<file path="src/eid_pkg.sv">
// Package with shared constants, kind codes and helpers for the Euclidean integer divider.
`default_nettype none

package eid_pkg;

    localparam int DATA_W = 64;
    localparam int CNT_W  = 6;

    localparam logic [CNT_W-1:0] TOP_NARROW = CNT_W'(31);
    localparam logic [CNT_W-1:0] TOP_WIDE   = CNT_W'(63);

    localparam logic [1:0] KIND_U32 = 2'd0;
    localparam logic [1:0] KIND_S32 = 2'd1;
    localparam logic [1:0] KIND_U64 = 2'd2;
    localparam logic [1:0] KIND_S64 = 2'd3;

    typedef struct packed {
        logic [DATA_W-1:0] diff;
        logic              ge;
    } t_sub_res;

    function automatic logic [DATA_W-1:0] width_mask(input logic wide);
        return wide ? {DATA_W{1'b1}} : {{(DATA_W/2){1'b0}}, {(DATA_W/2){1'b1}}};
    endfunction

endpackage

`default_nettype wire

</file>
<file path="src/eid_sub.sv">
// Shared subtractor of the divider: one operand-plus-one-bit subtract with a no-borrow flag.
`default_nettype none

module eid_sub (
    input  wire logic [eid_pkg::DATA_W:0]   i_a,
    input  wire logic [eid_pkg::DATA_W:0]   i_b,
    output eid_pkg::t_sub_res               o_res
);

    logic [eid_pkg::DATA_W+1:0] w_full;

    assign w_full     = {1'b0, i_a} - {1'b0, i_b};
    assign o_res.diff = w_full[eid_pkg::DATA_W-1:0];
    assign o_res.ge   = ~w_full[eid_pkg::DATA_W+1];

endmodule

`default_nettype wire

</file>
<file path="src/euclidean_integer_divider.sv">
// Top level of the Euclidean integer divider: sequencer, operand registers and output register.
`default_nettype none

// One transaction in, one out. Unsigned kinds run the restoring loop alone; signed kinds first
// negate negative operands and after the loop do the Euclidean fix-up, and a zero divisor goes
// straight to the done state. The sequencer returns to idle on the edge that loads the output
// register, so a new transaction is accepted only once the last one has left the sequencer. The
// restoring loop retires one quotient bit per cycle through a single shared subtractor that also
// does the sign negations and the Euclidean fix-up. The input is ready whenever the sequencer is
// idle, even while a finished result waits in the output register; a finished result waits in the
// sequencer while the output register is still held by a stalled result.
module euclidean_integer_divider (
    input  wire logic           i_clk,
    input  wire logic           i_rst_n,
    input  wire logic           i_s_axis_tvalid,
    output logic                o_s_axis_tready,
    // Fields from bit 0: dividend[63:0], divisor[127:64].
    input  wire logic [127:0]   i_s_axis_tdata,
    // Fields from bit 0: kind[1:0].
    input  wire logic [1:0]     i_s_axis_tuser,
    output logic                o_m_axis_tvalid,
    input  wire logic           i_m_axis_tready,
    // Fields from bit 0: quotient[63:0], remainder[127:64].
    output logic [127:0]        o_m_axis_tdata,
    // Fields from bit 0: divide_by_zero[0].
    output logic [0:0]          o_m_axis_tuser
);

    localparam int W = eid_pkg::DATA_W;

    typedef enum logic [2:0] {
        ST_IDLE,
        ST_NEG_N,
        ST_NEG_D,
        ST_DIV,
        ST_FIX_R,
        ST_FIX_Q,
        ST_DONE
    } t_state;

    t_state                     r_state;
    logic                       r_wide;
    logic                       r_signed;
    logic                       r_n_neg;
    logic                       r_d_neg;
    logic                       r_neg_q;
    logic                       r_dz;
    logic [W-1:0]               r_n;
    logic [W-1:0]               r_d;
    logic [W-1:0]               r_rem;
    logic [W-1:0]               r_quo;
    logic [eid_pkg::CNT_W-1:0]  r_cnt;
    logic [W-1:0]               r_out_quo;
    logic [W-1:0]               r_out_rem;
    logic                       r_out_dz;
    logic                       r_out_valid;

    logic [W:0]                 w_a;
    logic [W:0]                 w_b;
    eid_pkg::t_sub_res          w_sub;
    logic                       w_accept;
    logic                       w_in_wide;
    logic [W-1:0]               w_in_mask;
    logic [W-1:0]               w_in_n;
    logic [W-1:0]               w_in_d;
    logic [W-1:0]               w_mask;
    logic                       w_n_bit;

    assign w_in_wide = (i_s_axis_tuser == eid_pkg::KIND_U64) ||
                       (i_s_axis_tuser == eid_pkg::KIND_S64);
    assign w_in_mask = eid_pkg::width_mask(w_in_wide);
    assign w_in_n    = i_s_axis_tdata[W-1:0] & w_in_mask;
    assign w_in_d    = i_s_axis_tdata[2*W-1:W] & w_in_mask;
    assign w_mask    = eid_pkg::width_mask(r_wide);
    assign w_n_bit   = r_wide ? r_n[W-1] : r_n[W/2-1];

    assign o_s_axis_tready = (r_state == ST_IDLE);
    assign w_accept        = i_s_axis_tvalid && o_s_axis_tready;

    always_comb begin
        unique case (r_state)
            ST_NEG_N: begin
                w_a = '0;
                w_b = {1'b0, r_n};
            end
            ST_NEG_D: begin
                w_a = '0;
                w_b = {1'b0, r_d};
            end
            ST_DIV: begin
                w_a = {r_rem, w_n_bit};
                w_b = {1'b0, r_d};
            end
            ST_FIX_R: begin
                w_a = {1'b0, r_d};
                w_b = {1'b0, r_rem};
            end
            ST_FIX_Q: begin
                w_a = '0;
                w_b = {1'b0, r_quo};
            end
            default: begin
                w_a = '0;
                w_b = '0;
            end
        endcase
    end

    eid_sub u_sub (
        .i_a   (w_a),
        .i_b   (w_b),
        .o_res (w_sub)
    );

    always_ff @(posedge i_clk) begin
        if (!i_rst_n) begin
            r_state     <= ST_IDLE;
            r_out_valid <= 1'b0;
        end else begin
            if (r_out_valid && i_m_axis_tready && (r_state != ST_DONE)) begin
                r_out_valid <= 1'b0;
            end
            unique case (r_state)
                ST_IDLE: begin
                    if (w_accept) begin
                        r_wide   <= w_in_wide;
                        r_signed <= (i_s_axis_tuser == eid_pkg::KIND_S32) ||
                                    (i_s_axis_tuser == eid_pkg::KIND_S64);
                        r_n      <= w_in_n;
                        r_d      <= w_in_d;
                        r_n_neg  <= w_in_wide ? w_in_n[W-1] : w_in_n[W/2-1];
                        r_d_neg  <= w_in_wide ? w_in_d[W-1] : w_in_d[W/2-1];
                        r_rem    <= '0;
                        r_quo    <= '0;
                        r_neg_q  <= 1'b0;
                        r_cnt    <= w_in_wide ? eid_pkg::TOP_WIDE : eid_pkg::TOP_NARROW;
                        r_dz     <= (w_in_d == '0);
                        if (w_in_d == '0) begin
                            r_state <= ST_DONE;
                        end else if ((i_s_axis_tuser == eid_pkg::KIND_S32) ||
                                     (i_s_axis_tuser == eid_pkg::KIND_S64)) begin
                            r_state <= ST_NEG_N;
                        end else begin
                            r_state <= ST_DIV;
                        end
                    end
                end
                ST_NEG_N: begin
                    if (r_n_neg) begin
                        r_n <= w_sub.diff & w_mask;
                    end
                    r_state <= ST_NEG_D;
                end
                ST_NEG_D: begin
                    if (r_d_neg) begin
                        r_d <= w_sub.diff & w_mask;
                    end
                    r_state <= ST_DIV;
                end
                ST_DIV: begin
                    r_n   <= {r_n[W-2:0], 1'b0};
                    r_rem <= w_sub.ge ? w_sub.diff : w_a[W-1:0];
                    r_quo <= {r_quo[W-2:0], w_sub.ge};
                    r_cnt <= r_cnt - 1'b1;
                    if (r_cnt == '0) begin
                        r_state <= r_signed ? ST_FIX_R : ST_DONE;
                    end
                end
                ST_FIX_R: begin
                    if (r_n_neg && (r_rem != '0)) begin
                        r_rem <= w_sub.diff & w_mask;
                        r_quo <= ~r_quo;
                    end
                    r_neg_q <= (r_n_neg && (r_rem == '0)) ^ r_d_neg;
                    r_state <= ST_FIX_Q;
                end
                ST_FIX_Q: begin
                    if (r_neg_q) begin
                        r_quo <= w_sub.diff;
                    end
                    r_state <= ST_DONE;
                end
                ST_DONE: begin
                    if (!r_out_valid || i_m_axis_tready) begin
                        r_out_valid <= 1'b1;
                        r_out_dz    <= r_dz;
                        r_out_quo   <= r_dz ? '0 : (r_quo & w_mask);
                        r_out_rem   <= r_dz ? '0 : (r_rem & w_mask);
                        r_state     <= ST_IDLE;
                    end
                end
                default: begin
                    r_state <= ST_IDLE;
                end
            endcase
        end
    end

    assign o_m_axis_tvalid = r_out_valid;
    assign o_m_axis_tdata  = {r_out_rem, r_out_quo};
    assign o_m_axis_tuser  = r_out_dz;

    a_dz_zero: assert property (@(posedge i_clk) disable iff (!i_rst_n)
        (o_m_axis_tvalid && o_m_axis_tuser[0]) |-> (o_m_axis_tdata == '0))
        else $error("Divide-by-zero result carries nonzero data.");

    a_busy_after_accept: assert property (@(posedge i_clk) disable iff (!i_rst_n)
        (i_s_axis_tvalid && o_s_axis_tready) |=> !o_s_axis_tready)
        else $error("Input ready right after a transaction was accepted.");

    a_rem_below_div: assert property (@(posedge i_clk) disable iff (!i_rst_n)
        (r_state == ST_DIV) |-> (r_rem < r_d))
        else $error("Partial remainder reached the divisor.");

    a_cnt_steps: assert property (@(posedge i_clk) disable iff (!i_rst_n)
        ((r_state == ST_DIV) && $past(r_state == ST_DIV)) |->
        (r_cnt == $past(r_cnt) - 1'b1))
        else $error("Bit counter did not step down during division.");

    a_no_done_overwrite: assert property (@(posedge i_clk) disable iff (!i_rst_n)
        (r_state == ST_DONE && r_out_valid && !i_m_axis_tready) |=>
        (r_state == ST_DONE))
        else $error("Result left the sequencer while the output was stalled.");

endmodule

`default_nettype wire
</file>
<file path="config.mk">
export PLATFORM = sky130hd
export DESIGN_NAME = euclidean_integer_divider
export DESIGN_NICKNAME = d
export VERILOG_FILES = /design/src/eid_pkg.sv /design/src/eid_sub.sv /design/src/euclidean_integer_divider.sv
export SDC_FILE = /design/constraint.sdc
export NUM_CORES = 1
export LEC_CHECK = 0
export BUFFER_PORTS_ARGS = -buffer_cell sky130_fd_sc_hd__buf_2
export CORE_MARGIN = 1.5
export CORE_UTILIZATION = 60
export CTS_CLUSTER_SIZE = 16
export DETAILED_ROUTE_END_ITERATION = 16
export PLACE_DENSITY_LB_ADDON = 0.3
export SYNTH_ARGS = -nofsm -noshare
export SYNTH_HDL_FRONTEND = slang
export SYNTH_HIERARCHICAL = 1
export SYNTH_SLANG_ARGS = --single-unit
</file>
<file path="constraint.sdc">
create_clock -name i_clk -period 7.8 [get_ports i_clk]
set_input_delay 0.78 -clock i_clk [delete_from_list [all_inputs] [get_ports i_clk]]
set_output_delay 0.78 -clock i_clk [all_outputs]
set_load 0.05 [all_outputs]
</file>
# After elaboration in Yosys (flattened, before gate mapping)
# Index checks and enable logic that the tools add are counted.
[totals] regBits=401 inputBits=134 word_cells=108
[op_classes] add_sub_neg=2 n_eq_ne=17 mux=35 bitwise_logic=8 n_reduce_logical=30
[op_table] operator="64-bit two-way mux" n=11
[op_table] operator="64-bit case mux with 4 select lines" n=2
[op_table] operator="64-bit case mux with 3 select lines" n=2
[op_table] operator="64-bit AND" n=5
[op_table] operator="65-bit case mux with 2 select lines" n=1
[op_table] operator="64-bit zero test" n=2
[op_table] operator="64-bit case mux with 2 select lines" n=1
[op_table] operator="65-bit by 64-bit subtractor with 66-bit output" n=1
[op_table] operator="64-bit inverter" n=1
[op_table] operator="64-bit nonzero test" n=1
[op_table] operator="3-bit case mux with 7 select lines" n=1
[op_table] operator="3-bit AND reduction" n=5
[op_table] operator="3-bit two-way mux" n=4
[op_table] operator="6-bit two-way mux" n=2
[op_table] operator="2-bit != test, second input constant" n=6
[op_table] operator="6-bit case mux with 2 select lines" n=1
[op_table] operator="4-bit AND reduction" n=3
[op_table] operator="3-bit == test, second input constant" n=3
[op_table] operator="1-bit two-way mux" n=7
[op_table] operator="3-bit by 2-bit == test with 1-bit output, second input constant" n=2
[op_table] operator="6-bit zero test" n=1
[op_table] operator="2-bit nonzero test" n=3
[op_table] operator="3-bit nonzero test" n=2
[op_table] operator="6-bit by 1-bit subtractor with 6-bit output, second input constant" n=1
[op_table] operator="other kinds (16)" n=24

# Depth between registers and ports, before layout
[logic_depth] depth_word=8 ltp_mapped=22

# By module
# The synthesis kept the hierarchy.
[by_module_without_submodules] module="euclidean_integer_divider" instances=1 cells_each=1712 area_each_um2=19921.6 seq_area_each_um2=12001.5
[by_module_without_submodules] module="eid_sub" instances=1 cells_each=672 area_each_um2=4371.7 seq_area_each_um2=0.0

# Worst setup path after synthesis
# OpenSTA, ideal clock, no wires.
[synth_path] path_type="input port to flip-flop" start="in i_rst_n" end="reg r_out_dz (netlist: o_m_axis_tuser) (enable)" setup_time_ns=0.618 arrival_ns=6.456 required_time_ns=7.182 setup_slack_ns=0.726 cell_stages=3 n_path_buf=1 path_cell_list="clkbuf_1 nand2_1 nor2_1"
[synth_between] elab_chain_len=1
[synth_rtl] element="start, declared" line="euclidean_integer_divider.sv:14" text="input wire logic i_rst_n,"
[synth_rtl] element="3-bit AND reduction (no line)"
[synth_rtl] element="end signal, assigned" line="euclidean_integer_divider.sv:186" text="r_out_dz <= r_dz;"
[synth_rtl] element="end, declared" line="euclidean_integer_divider.sv:55" text="logic r_out_dz;"
# Every way passes these cells.
# A chain may end at the register's enable or synchronous reset.

# Final worst setup path
[layout_path] start="reg r_state[1]" end="reg r_rem[20], data pin"
[layout_between] elab_chain_len=7 word_cells_on_any_way=14 classes_between="1 x add/sub; 5 x eq/ne; 5 x mux; 1 x bitwise; 2 x reduce/logical"
[layout_rtl] element="start, declared" line="euclidean_integer_divider.sv:41" text="t_state r_state;"
[layout_rtl] element="start signal, assigned" line="euclidean_integer_divider.sv:166" text="r_state <= r_signed ? ST_FIX_R : ST_DONE;"
[layout_rtl] element="3-bit by 2-bit == test with 1-bit output" line="euclidean_integer_divider.sv:81" text="unique case (r_state)"
[layout_rtl] element="2-bit OR reduction (no line)"
[layout_rtl] element="64-bit case mux with 4 select lines (*)" line="euclidean_integer_divider.sv:81"
[layout_rtl] element="net w_b[1]" line="euclidean_integer_divider.sv:59" text="logic [W:0] w_b;"
[layout_rtl] element="65-bit by 64-bit subtractor with 66-bit output (*)" line="eid_sub.sv:12" text="assign w_full = {1'b0, i_a} - {1'b0, i_b};"
[layout_rtl] element="64-bit AND" line="euclidean_integer_divider.sv:171" text="r_rem <= w_sub.diff & w_mask;"
[layout_rtl] element="64-bit two-way mux" line="euclidean_integer_divider.sv:170" text="if (r_n_neg && (r_rem != '0)) begin"
[layout_rtl] element="64-bit case mux with 3 select lines (*)" line="euclidean_integer_divider.sv:123" text="unique case (r_state)"
[layout_rtl] element="end signal, assigned" line="euclidean_integer_divider.sv:162" text="r_rem <= w_sub.ge ? w_sub.diff : w_a[W-1:0];"
[layout_rtl] element="end signal, assigned" line="euclidean_integer_divider.sv:171"
[layout_rtl] element="end, declared" line="euclidean_integer_divider.sv:50" text="logic [W-1:0] r_rem;"
# Mark *: on every way through the listed nets, which the timed path passes. The rest lies on a longest branch. The select of a mux whose other input is x is not followed.

==> metrics.cfg <==
[logic_synthesis]
synth_top_cell_by_area=edfxtp_1
yosysSeqAreaShare=0.494
synth_top_area_share=0.491
yosys_warnings=6
synth_fp_nets=2586
synth-edff-count=397
synth_common_cells=397 x edfxtp_1, 270 x nand2_1, 169 x o21ai_0, 145 x a21oi_1, 128 x a22o_1
synth.avg_cell_area_um2=10.2
synth_area_mm2=0.0243
ys_types=78
ys_ff_latch=401
synth_area_leaders=edfxtp_1 49%, a22o_1 4.6%, nand2_1 4.2%
yosysMostFrequentCell=edfxtp_1
synthArstFlopShare=0
synth_ff_type=edfxtp_1
syn_inst=2384

[cts]
cts_tree=built
clock_tree.htree_level_count=2
clk_path_buf_depth=3
clk_pin_slew_ps=60
root_buffer=clkbuf_16
numCtsBuffers=42
postCtsSetupRepairBufs=0
numClockSinks=401
insertion_delay_ps=580
cts_hold_buf=0
cts_resized=0

[floorplan]
die_x_um=204
io-pin-count=265
core_mm2=0.0398
initial_core_util=0.610
dieArea_mm2=0.0417
placementRows=73
die_y_um=204

[setup_path]
ff2ff_path_depth=17
critPathLaunch=r_state[1]
cp-start-kind=register
r2r_end=r_rem[20]
worstPathRequired_ps=8240
end_kind=register
r2r_start=r_state[1]
arrival_ps=7240
crit_fanout=53
path_class=reg2reg
r2r_slack_ps=1000

[pwr]
combPwrFrac=0.574
power.total_uw=12700
p_sw_frac=0.479
seq_power_share=0.266
p_int_uw=6630
power_switching_uw=6100
power.density_mw_per_mm2=470
power.clock.fraction=0.160
leakagePower_uw=0.0104
vdd_drop_max_uv=272

[global_routing]
grt_pass1_wl_mm=114
antenna_found_initial=2
grt_usage=0.350
grt_max_degree=103
grt_pass1_vias=19998
overflow=0

[timing]
fin_crit_sh=0.872
fin_tns_setup_ps=0
fin_crit_ps=6800
setup_viol_count_final=0
skew_ps=14.3
worst_pin_slew_ps=1230
setup_ws_ps=999
final-max-slew-violation-count=0
slew_headroom=0.182
finalHoldViolCount=0
timing.fmax_mhz=147
grt_setup_unrepaired=false

[routing]
route.detailed.drc=0
drt_iter0_drc=2388
ant_nets=0
vias=20590
via_per_inst=6.67
first_pass_iters=6
drt_wl_total_mm=73.3
wl_per_cell_um=23.8

[layout]
drive_gt1_frac=0.163
area_delta_synth_final_pct=11.6
fill_cells=3050
design_area_mm2=0.0271
fin_nets=2731

[worst_hold_path]
min_from=i_s_axis_tuser[0]
holdPathEnd=r_signed
hp-class=in2reg
whs_path_depth=1

[place]
hpwl_mm=50.1
dpl_worst_slack_ps=1210
globalplace.congestion=0.952
dpl_cell_area_mm2=0.0258
port_buffers=264

[run]
cap_violations=0

[outcome]
status=complete, no violations

-- cells by family (layout without fill, tap and decap cells) --
logic type,Yosys count,count (layout),share of synthesized area
AOI/OAI and AO/OA,744,744,0.205
buffers and inverters,276,452,0.0470
xor gates and xnor gates,64,64,0.0231
adders and majority gates,68,68,0.0353
DFF,401,401,0.494
and+or+nand+nor,701,701,0.141
muxes,129,129,0.0549
other,1,2,0.000154
-- registers in the layout, indices dropped and copies added (netlist names) --
signal	cells
r_n_neg	1
r_out_quo	64
r_d_neg	1
o_m_axis_tuser	1
r_wide	1
r_rem	64
r_d	64
r_signed	1
r_dz	1
r_cnt	6
r_quo	64
o_m_axis_tvalid	1
r_out_rem	64
r_state	3
r_neg_q	1
r_n	64
-- worst max-delay path, stage by stage, from the launching register on --
cell and delay [ps]:
dfxtp_4 740, nand2b_4 520, buf_4 510, buf_4 600
o22ai_1 180, inv_1 140, ha_1 240, nor2b_1 140
o2111a_1 250, o21ai_0 360, a21oi_1 230, o21ai_1 390
o31ai_1 170, a21boi_1 260, o21ai_0 240, nor2_4 890
buf_4 500, a22o_1 200
-- power groups by stage --
stage / sequential (uW) / clock (uW) / combinational, uW
after floorplan: 3290 / 0 / 5290
after global placement: 3400 / 0 / 6920
after detailed placement: 3400 / 0 / 7070
after CTS: 3360 / 2050 / 7100
after global routing: 3410 / 2130 / 7910
final: 3390 / 2040 / 7310
-- placed cells by master (no fill, tap or decap), types with 72 or more instances in the layout --
cell type	count
a21oi_1	144
nor2_1	115
inv_1	88
a22o_1	128
nand2_1	270
nor2b_1	72
o21ai_0	169
buf_2	264
mux2i_1	96
edfxtp_1	397
a22oi_1	98
-- cell type report --
type	count	area, um2	share of cell area
Inverter	88	330	0.0122
Antenna cell	1	2.50	0.0000923
Clock buffer	53	1110	0.0411
Timing Repair Buffer	289	1520	0.0561
Clock inverter	22	238	0.00877
Multi-Input combinational cell	1707	11200	0.415
Tap cell	525	657	0.0242
Sequential cell	401	12000	0.443
-- worst max-delay path by stage --
stage | endpoint | slack (ps) | cells after the start
after floorplan | o_m_axis_tuser | 730 | 3
after global placement | r_rem[27] | 1570 | 17
after detailed placement | r_rem[20] | 1210 | 17
after CTS | r_rem[20] | 1200 | 17
after global routing | r_rem[20] | 690 | 17
final | r_rem[20] | 1000 | 17
-- per-layer routing --
metal,GRT usage,routed length (um),share of wire
met1,0.498,30100,0.41
met2,0.528,32600,0.44
met3,0.0725,8040,0.11
met4,0.132,2530,0.034
met5,0,0,0
-- per-stage QoR --
| step | utilization | instances | hold slack, ps |
|---|---|---|---|
| floorplan | - | 2384 | 449 |
| global placement | 0.647 | 3010 | 525 |
| detailed placement | 0.647 | 3010 | 526 |
| CTS | 0.681 | 3085 | 421 |
| global route | 0.681 | 3086 | 429 |
| finish | 0.681 | 3086 | 436 |
No activity file was read; power rests on OpenSTA's default activity.
